### src/rtl/ned_pkg.sv
// Shared types and constants for the neighbour difference edge detector.
// No dependencies; ned_window, ned_calc and the top level import this package.
package ned_pkg;

    localparam int CFG_W     = 12;
    localparam int CFG_IDX_W = 2;
    localparam int COLOR_W   = 8;
    // One pixel difference is at most 3 * 255, four of them at most 4 * 765
    localparam int PD_W      = 10;
    localparam int SUM_W     = 12;

    localparam logic [CFG_IDX_W-1:0] REG_FRAME_WIDTH  = 2'd0;
    localparam logic [CFG_IDX_W-1:0] REG_FRAME_HEIGHT = 2'd1;
    localparam logic [CFG_IDX_W-1:0] REG_TOLERANCE    = 2'd2;
    localparam logic [CFG_IDX_W-1:0] REG_EDGE_COLOR   = 2'd3;

    localparam logic [CFG_W-1:0]   FRAME_WIDTH_RST  = 12'd640;
    localparam logic [CFG_W-1:0]   FRAME_HEIGHT_RST = 12'd480;
    localparam logic [COLOR_W-1:0] TOLERANCE_RST    = 8'd0;
    localparam logic [COLOR_W-1:0] EDGE_COLOR_RST   = 8'd255;
    localparam logic [COLOR_W-1:0] GREY_MAX         = 8'd255;

    localparam logic CMD_PIXEL = 1'b0;
    localparam logic CMD_DRAIN = 1'b1;

    typedef struct packed {
        logic [COLOR_W-1:0] red;
        logic [COLOR_W-1:0] green;
        logic [COLOR_W-1:0] blue;
    } rgb_t;

    // One line store entry: the pixel two rows up and the pixel one row up
    typedef struct packed {
        rgb_t up;
        rgb_t mid;
    } entry_t;

    // Neighbourhood of one centre pixel, handed from the line store to the datapath
    typedef struct packed {
        rgb_t center;
        rgb_t up;
        rgb_t down;
        rgb_t left;
        rgb_t right;
        logic use_up;
        logic use_down;
        logic use_left;
        logic use_right;
        logic last;
    } nbh_t;

endpackage

### src/rtl/ned_calc.sv
// Difference datapath: per-neighbour absolute RGB differences, saturated sum,
// threshold (or grey sum at zero tolerance), output register. Depends on ned_pkg.
module ned_calc
    import ned_pkg::*;
(
    input  logic               clk,
    input  logic               rst_n,
    input  logic [COLOR_W-1:0] tolerance,
    input  logic [COLOR_W-1:0] edge_color,
    input  logic               nbh_valid,
    input  nbh_t               nbh,
    output logic               nbh_stall,
    output logic               result_valid,
    input  logic               result_stall,
    output logic [COLOR_W-1:0] edge_value,
    output logic               frame_last
);

    logic              b_valid_reg, b_valid_next;
    logic [PD_W-1:0]   d_up_reg, d_down_reg, d_left_reg, d_right_reg;
    logic              b_last_reg;
    logic              out_valid_reg, out_valid_next;
    logic [COLOR_W-1:0] edge_value_reg, edge_value_next;
    logic              frame_last_reg;

    logic              c_adv;
    logic              b_load;
    logic [SUM_W-1:0]  sum;
    logic [COLOR_W-1:0] sat;

    function automatic logic [COLOR_W-1:0] absdiff(input logic [COLOR_W-1:0] a,
                                                   input logic [COLOR_W-1:0] b);
        return (a > b) ? COLOR_W'(a - b) : COLOR_W'(b - a);
    endfunction

    function automatic logic [PD_W-1:0] pix_diff(input rgb_t a, input rgb_t b);
        return PD_W'(absdiff(a.red, b.red)) + PD_W'(absdiff(a.green, b.green))
             + PD_W'(absdiff(a.blue, b.blue));
    endfunction

    assign c_adv     = !out_valid_reg || !result_stall;
    assign b_load    = !b_valid_reg || c_adv;
    assign nbh_stall = b_valid_reg && !c_adv;

    assign b_valid_next   = b_load ? nbh_valid : b_valid_reg;
    assign out_valid_next = c_adv ? b_valid_reg : out_valid_reg;

    assign sum = SUM_W'(d_up_reg) + SUM_W'(d_down_reg)
               + SUM_W'(d_left_reg) + SUM_W'(d_right_reg);
    assign sat = (sum > SUM_W'(GREY_MAX)) ? GREY_MAX : sum[COLOR_W-1:0];

    always_comb
    begin
        if (tolerance == '0)
        begin
            edge_value_next = sat;
        end
        else if (sat > tolerance)
        begin
            edge_value_next = edge_color;
        end
        else
        begin
            edge_value_next = '0;
        end
    end

    always_ff @(posedge clk or negedge rst_n)
    begin
        if (!rst_n)
        begin
            b_valid_reg   <= 1'b0;
            out_valid_reg <= 1'b0;
        end
        else
        begin
            b_valid_reg   <= b_valid_next;
            out_valid_reg <= out_valid_next;
        end
    end

    always_ff @(posedge clk)
    begin
        if (b_load && nbh_valid)
        begin
            d_up_reg    <= nbh.use_up    ? pix_diff(nbh.up, nbh.center)    : '0;
            d_down_reg  <= nbh.use_down  ? pix_diff(nbh.down, nbh.center)  : '0;
            d_left_reg  <= nbh.use_left  ? pix_diff(nbh.left, nbh.center)  : '0;
            d_right_reg <= nbh.use_right ? pix_diff(nbh.right, nbh.center) : '0;
            b_last_reg  <= nbh.last;
        end
        if (c_adv && b_valid_reg)
        begin
            edge_value_reg <= edge_value_next;
            frame_last_reg <= b_last_reg;
        end
    end

    assign result_valid = out_valid_reg;
    assign edge_value   = edge_value_reg;
    assign frame_last   = frame_last_reg;

endmodule

### config.mk
export PLATFORM = sky130hd
export DESIGN_NAME = ned_calc
export DESIGN_NICKNAME = d
export VERILOG_FILES = /design/src/rtl/ned_pkg.sv /design/src/rtl/ned_calc.sv
export SDC_FILE = /design/constraint.sdc
export NUM_CORES = 1
export LEC_CHECK = 0
export BUFFER_PORTS_ARGS = -buffer_cell sky130_fd_sc_hd__buf_2
export CORE_UTILIZATION = 35
export DETAILED_ROUTE_END_ITERATION = 6
export GPL_TIMING_DRIVEN = 1
export HOLD_SLACK_MARGIN = 0.12
export PLACE_DENSITY = 0.6
export SLEW_MARGIN = 20
export SYNTH_ARGS = -nofsm -noshare
export SYNTH_HDL_FRONTEND = slang
export SYNTH_SLANG_ARGS = --single-unit
export TNS_END_PERCENT = 100
### constraint.sdc
create_clock -name clk -period 8.7 [get_ports clk]
set_input_delay 1.305 -clock clk [delete_from_list [all_inputs] [get_ports clk]]
set_output_delay 1.305 -clock clk [all_outputs]
set_load 0.1 [all_outputs]
==> impl_metrics.tcl, run 1 <==
set metrics [dict create \
    fmax_mhz 166.7 \
    vias_per_cell 5.341 \
    grt_pass1_vias 10950 \
    grt_max_degree 42 \
    cts_resized 0 \
    skew_ps 10.27 \
    path_delay_family "compound AO/OA/AOI/OAI gates" \
    setup_viol 0 \
    final_common_cell "inv_1" \
    clock_sinks 52 \
    dpl.hpwl_um 31280 \
    synthArstFlopShare_pct 3.846 \
    nNetsFinal 2065 \
    ioPinCount 156 \
    hold_path.class "reg -> reg" \
    ys_seq_area_share_pct 11.89 \
    end_kind "register" \
    ys_seq_elements 52 \
    dieArea_mm2 0.03806 \
    finalHoldViolCount 0 \
    crit_chain "buf_2 > inv_1 > fa_1 > nand3_1 > a21oi_1 > o31ai_2 > mux2i_1 > xnor2_1 > fa_1 > ha_1 > a21o_1 > a21oi_1 > o21ai_0 > a2111oi_0 > nor3_1 > mux2i_1" \
    synth_fp_nets 1939 \
    start_util_pct 35.64 \
    cts_buffers 5 \
    track_usage_pct 19.10 \
    antenna_found_initial 2 \
    drv_cap 0 \
    area_growth_pct 9.828 \
    critPathKind "in -> reg" \
    ir_drop_mv 0.2522 \
    power_leakage_uw 0.007121 \
    finish.utilization_pct 39.15 \
    wire_per_inst_um 17.55 \
    core_mm2 0.03661 \
    grt_pass1_wl_um 57390 \
    outcome "complete, no violations" \
    wl_met3_um 1423 \
    crit_fanout 12 \
    hold_slack_ps 418.5 \
    top_layer "met4" \
    htreeDepth 2 \
    clk_latency_ps 300 \
    drt_iter0_markers 856 \
    rsz0062_at_grt "no" \
    drtPass1Iterations 5 \
    slew_violations 0 \
    grt-ovfl-total 0 \
    arrival_ps 6060 \
    drtAntennaViolNets 0 \
    place_ws_ps 2419 \
    wl_met2_um 17520 \
    cp.required_ps 8760 \
    fin_crit_ps 5999 \
    synthFlopType "edfxtp_1" \
    post_cts_buffers 0 \
    path_clk_slew_ps 80 \
    chipWidth_um 195.1 \
    finalCritPeriodShare_pct 68.95 \
    p_per_area_mw_per_mm2 278.8 \
    fp-row-count 70 \
    setup_tns_ps 0 \
    netlist_instances 1487 \
    met1_length_um 16100 \
    max_stage_delay_ps 860 \
    drive_above_1_share_pct 14.62 \
    drc_errors 0 \
    routed_wl_um 36580 \
    synth_edf_count 50 \
    ys_types 74 \
    critPathBufInv 2 \
    cp_slowest_cell "o31ai_2" \
    via_count 11130 \
    max_slew.worst_pin.slew_ps 1112 \
    die_h_um 195.1 \
    cts_tree "done" \
    mostFrequentLayoutCells "inv_1, ha_1, buf_2" \
    cts_root_buf "clkbuf_16" \
    rrSetupSlack_ps 3600 \
    syn-cell-area_mm2 0.01305 \
    syn-mean-instance-area_um2 8.775 \
    gp_congestion 0.8970 \
    portBuffers 155 \
    relSlewSlack_pct 25.42 \
    setup_ws_ps 2701 \
    clk_path_buf_depth 2 \
    yosysWarningCount 0 \
    cts_hold_buf 0 \
    startpoint_type "primary input" \
]
[routing by layer]
| layer | GRT usage (%) | vias to the layer above |
|---|---|---|
| li1 | - | 5447 |
| met5 | 0 | - |
| met4 | 7.466 | 0 |
| met3 | 1.520 | 61 |
| met2 | 33.32 | 334 |
| met1 | 24.38 | 5288 |
[layout make-up]
type / instances / area (µm²)
Fill cell: 3722 / 22280
Multi-Input combinational cell: 1123 / 10220
Sequential cell: 52 / 1551
Inverter: 273 / 1025
Timing Repair Buffer: 158 / 798.3
Tap cell: 468 / 585.6
Clock buffer: 5 / 125.1
Clock inverter: 3 / 18.77
Antenna cell: 2 / 5.005
[metrics by stage]
stage | area, µm² | total power, µW | std cells
2_1_floorplan | 13050 | 3101 | 1487
3_3_place_gp | 14170 | 3730 | 2074
3_5_place_dp | 14170 | 3782 | 2074
4_1_cts | 14320 | 4004 | 2082
5_1_grt | 14330 | 4442 | 2083
6_report | 14330 | 3996 | 2084
[worst paths after layout]
check	endpoint	cells past startpoint	start
worst min register to register	frame_last	0	b_last_reg
max in group asynchronous	b_valid_reg	1	rst_n
worst min-delay path	frame_last	0	b_last_reg
min in group asynchronous	result_valid	1	rst_n
worst max-delay path	d_down_reg[8]	16	nbh[102]
worst max register to register	edge_value[0]	20	d_down_reg[1]
[logic make-up (layout without fill, tap and decap cells)]
kind of cell,count (synthesis),in the layout,share of synthesized area [%]
multiplexers,95,95,7.565
AND/OR/NAND/NOR,285,285,11.41
adder cells (fa/ha/maj),307,307,34.04
AO/OA/AOI/OAI,366,366,20.55
flip-flops,52,52,11.89
buffers and inverters,312,439,9.847
XOR/XNOR,70,70,4.698
other,0,2,0
[worst reg2reg max path, cell delays in order, from the launching register on]
cell,delay [ps]
edfxtp_1,360
inv_1,80
fa_1,480
fa_1,520
inv_1,40
ha_1,210
fa_1,430
a211oi_1,220
o21bai_1,100
a21oi_1,270
mux2i_1,130
a211oi_2,150
buf_4,220
nand2_1,80
ha_1,320
nand2_1,70
o21a_1,180
a211o_1,280
a31oi_1,540
a22oi_1,130
o21ai_0,120
[cell usage after synthesis (all sizes together) (4+ instances only)]
| cell | count | area, µm² |
|---|---|---|
| nor2b | 27 | 168.9 |
| or2 | 6 | 37.54 |
| ha | 227 | 2840 |
| buf | 37 | 251.5 |
| a21oi | 90 | 454.2 |
| a311oi | 11 | 96.34 |
| a221oi | 9 | 85.08 |
| inv | 273 | 1025 |
| o21ba | 6 | 60.06 |
| o21ai | 59 | 329.1 |
| nand3b | 6 | 45.04 |
| edfxtp | 50 | 1501 |
| o311a | 6 | 61.31 |
| xnor2 | 52 | 455.4 |
| or3 | 5 | 31.28 |
| nor2 | 52 | 195.2 |
| or4 | 7 | 60.06 |
| and2 | 23 | 143.9 |
| o21a | 14 | 105.1 |
| a211oi | 22 | 190.2 |
| fa | 80 | 1602 |
| o21bai | 18 | 146.4 |
| nor3b | 6 | 45.04 |
| o31ai | 14 | 192.7 |
| o221ai | 13 | 120.1 |
| nand3 | 18 | 90.09 |
| a22oi | 4 | 30.03 |
| a31oi | 5 | 31.28 |
| nand2b | 22 | 137.6 |
| a21boi | 5 | 37.54 |
| mux2 | 26 | 296.5 |
| a21o | 42 | 316.6 |
| o211ai | 5 | 37.54 |
| a2111oi | 21 | 187.7 |
| nor3 | 27 | 135.1 |
| nand2 | 61 | 229.0 |
| nand4 | 19 | 125.1 |
| a311o | 4 | 41.29 |
| mux2i | 69 | 690.7 |
| xor2 | 18 | 157.7 |
[report_power, final]
group	internal [µW]	switching [µW]	total, µW
logic	1400	1940	3340
clock network	106	94.9	201
registers	425	26.9	452
total	1930	2070	4000
Note: power is estimated with default switching activity, not from simulation.
==> run 2: changes to the inputs <==
--- a/config.mk
+++ b/config.mk
@@ -5,12 +5,13 @@
 export SDC_FILE = /design/constraint.sdc
 export NUM_CORES = 1
 export LEC_CHECK = 0
+export ABC_AREA = 1
 export BUFFER_PORTS_ARGS = -buffer_cell sky130_fd_sc_hd__buf_2
 export CORE_UTILIZATION = 35
 export DETAILED_ROUTE_END_ITERATION = 6
 export GPL_TIMING_DRIVEN = 1
 export HOLD_SLACK_MARGIN = 0.12
-export PLACE_DENSITY = 0.6
+export PLACE_DENSITY = 0.59
 export SLEW_MARGIN = 20
 export SYNTH_ARGS = -nofsm -noshare
 export SYNTH_HDL_FRONTEND = slang
==> constraint.sdc (replaced) <==
create_clock -name clk -period 6.1 [get_ports clk]
set_input_delay 0.915 -clock clk [delete_from_list [all_inputs] [get_ports clk]]
set_output_delay 0.915 -clock clk [all_outputs]
set_load 0.1 [all_outputs]
==> run 2 against run 1 <==
Final area grew 6.6%. Register-to-register slack got worse by 1800 ps. Sequential cell count is the same. Global-route usage increased by 0.51 points. Clock-buffer cell count unchanged. Largest cell class unchanged. Highest routed layer unchanged.
==> impl_metrics.tcl, run 2 <==
set metrics [dict create \
    multiInputGateArea_mm2 0.01053 \
    power_leakage_uw 0.008535 \
    die_h_um 201.1 \
    critPathKind "in -> reg" \
    crit_chain "buf_2 > inv_1 > fa_1 > nand3_1 > nand2_1 > a21oi_1 > nand2_1 > nand2_2 > mux2i_1 > fa_1 > inv_1 > ha_1 > inv_1 > fa_1 > nand3b_1 > nand2_1 > nand2_1 > nand2_1 > a21oi_1 > o21ai_0 > a21oi_1" \
    place_ws_ps 1037 \
    synth_fa_ha_area_share_pct 32.01 \
    path_clk_slew_ps 70 \
    crit_path_frequent_cell "nand2_1" \
    area_growth_pct 10.15 \
    startpoint_type "primary input" \
    grt_max_degree 42 \
    ys_seq_area_share_pct 11.18 \
    crit_fanout 9 \
    synthXorXnorAreaFrac_pct 8.711 \
    post_cts_buffers 0 \
    drt_iter0_markers 537 \
    cts_hold_buf 0 \
    cts_buffers 5 \
    via_count 12800 \
    drv_cap 0 \
    portBuffers 155 \
    final_common_cell "nand2_1" \
    ys_seq_elements 52 \
    finish.utilization_pct 39.27 \
    relSlewSlack_pct 44.54 \
    hold_slack_ps 391.5 \
    vias_per_cell 4.807 \
    cp.required_ps 6150 \
    setup_viol 0 \
    dieArea_mm2 0.04044 \
    yosys.area_share.simple_pct 20.64 \
    finalCritPeriodShare_pct 77.35 \
    nFillCells 4225 \
    synth_top_family_by_area "adder cells" \
    grt_pass1_vias 12730 \
    mostFrequentLayoutCells "nand2_1, inv_1, ha_1" \
    drc_errors 0 \
    gp_congestion 0.9427 \
    start_util_pct 35.65 \
    r2r_end "edge_value[1]" \
    dpl.hpwl_um 35200 \
    outcome "complete, no violations" \
    crit_end "d_up_reg[7]" \
    clock_sinks 52 \
    track_usage_pct 19.61 \
    regArea_mm2 0.001551 \
    ir_drop_mv 0.5125 \
    grt_pass1_wl_um 64080 \
    hold_path.class "in -> async" \
    wire_per_inst_um 14.90 \
    synth_fp_nets 2466 \
    ioPinCount 156 \
    yosys-top-cells-area "ha_1, nand2_1, fa_1" \
    synth_edf_count 50 \
    syn-cell-area_mm2 0.01387 \
    cts_tree "done" \
    intPower_uw 2767 \
    synth.most_common_cell "nand2_1" \
    p_sw_share_pct 57.53 \
    syn-mean-instance-area_um2 6.889 \
    fp-row-count 72 \
    synthArstFlopShare_pct 3.846 \
    clk_path_buf_depth 2 \
    finalHoldViolCount 0 \
    setup_ws_ps 1382 \
    skew_ps 5.173 \
    drtPass1Iterations 7 \
    power.total_uw 6515 \
    netlist_instances 2014 \
    cts_root_buf "clkbuf_16" \
    ys_types 36 \
    htreeDepth 2 \
    cts_resized 0 \
    setup_tns_ps 0 \
    drive_above_1_share_pct 10.36 \
    synth_top_area_share_pct 20.47 \
    rrSetupSlack_ps 1800 \
    p_per_area_mw_per_mm2 426.3 \
    fin_crit_ps 4718 \
    grt-ovfl-total 0 \
    max_slew.worst_pin.slew_ps 831.9 \
    nNetsFinal 2594 \
    routed_wl_um 39680 \
    switchingPower_uw 3748 \
    rsz0062_at_grt "no" \
    synth_largest_area_cell "ha_1" \
    synthMuxAreaShare_pct 0.1443 \
    synthFlopType "edfxtp_1" \
    clk_latency_ps 290 \
    combinationalPowerShare_pct 85.5 \
    slew_violations 0 \
    startpoint "nbh[102]" \
    max_stage_delay_ps 520 \
    end_kind "register" \
    fmax_mhz 212.0 \
    cp_slowest_cell "fa_1" \
    clkPwrFrac_pct 4.4 \
    core_mm2 0.03892 \
    yosysWarningCount 0 \
    arrival_ps 4760 \
    chipWidth_um 201.1 \
    power_frac_seq_pct 10.1 \
    r2r_start "d_down_reg[1]" \
    synth_compound_area_share_pct 14.37 \
    ys_top_cells_by_count "nand2_1, inv_1, ha_1" \
    ff2ff_path_depth 20 \
    drtAntennaViolNets 0 \
    antenna_found_initial 1 \
]
-- run 2: kinds of logic after synthesis --
| family | after synthesis |
|---|---|
| buffers and inverters | 466 |
| AND/OR/NAND/NOR | 681 |
| adder cells (fa/ha/maj) | 307 |
| XOR/XNOR | 138 |
| flip-flops | 52 |
| multiplexers | 2 |
| AO/OA/AOI/OAI | 368 |
-- run 2: routing by layer --
| layer | track usage, % | up-vias | wire length (µm) |
|---|---|---|---|
| met3 | 0.9718 | 42 | 1246 |
| met5 | 0 | - | 0 |
| met2 | 36.00 | 300 | 19680 |
| met1 | 25.38 | 5871 | 18090 |
| met4 | 3.680 | 0 | 663 |
| li1 | - | 6583 | - |
-- run 2: worst min-delay path by stage --
stage	endpoint	slack [ps]	from	depth (start not counted)
floorplan	frame_last	400	b_last_reg	0
global placement	frame_last	410	b_last_reg	0
detailed placement	frame_last	410	b_last_reg	0
CTS	b_valid_reg	380	rst_n	1
global route	b_valid_reg	380	rst_n	1
finish	result_valid	390	rst_n	1
-- run 2: layout make-up --
class,count,area share (%)
repair buffers,156,5.125
multi-input cells,1496,68.88
clock inverters,3,0.1801
flip-flops and latches,52,10.15
well taps,518,4.241
diodes,1,0.01637
inverters,431,10.59
clock buffers,5,0.8187
-- run 2: stage by stage --
step	area [µm²]	instances
final	15280	2662
after global routing	15280	2662
after CTS	15280	2661
after detailed placement	15130	2653
after global placement	15130	2653
after floorplan	13870	2014
-- run 2: power by group through the flow --
stage	clock network (µW)	logic [µW]	registers [µW]
3_3_place_gp	0	5530	672
2_1_floorplan	0	4260	863
3_5_place_dp	0	5590	670
6_report	284	5570	661
4_1_cts	292	5620	662
5_1_grt	305	6370	673
-- run 2: critical path, delay by kind of cell --
| family | cells | cell delay, ps |
|---|---|---|
| buf+inv | 4 | 670 |
| fa+ha+maj | 4 | 1550 |
| mux | 1 | 390 |
| compound gates | 4 | 430 |
| simple gates | 8 | 820 |
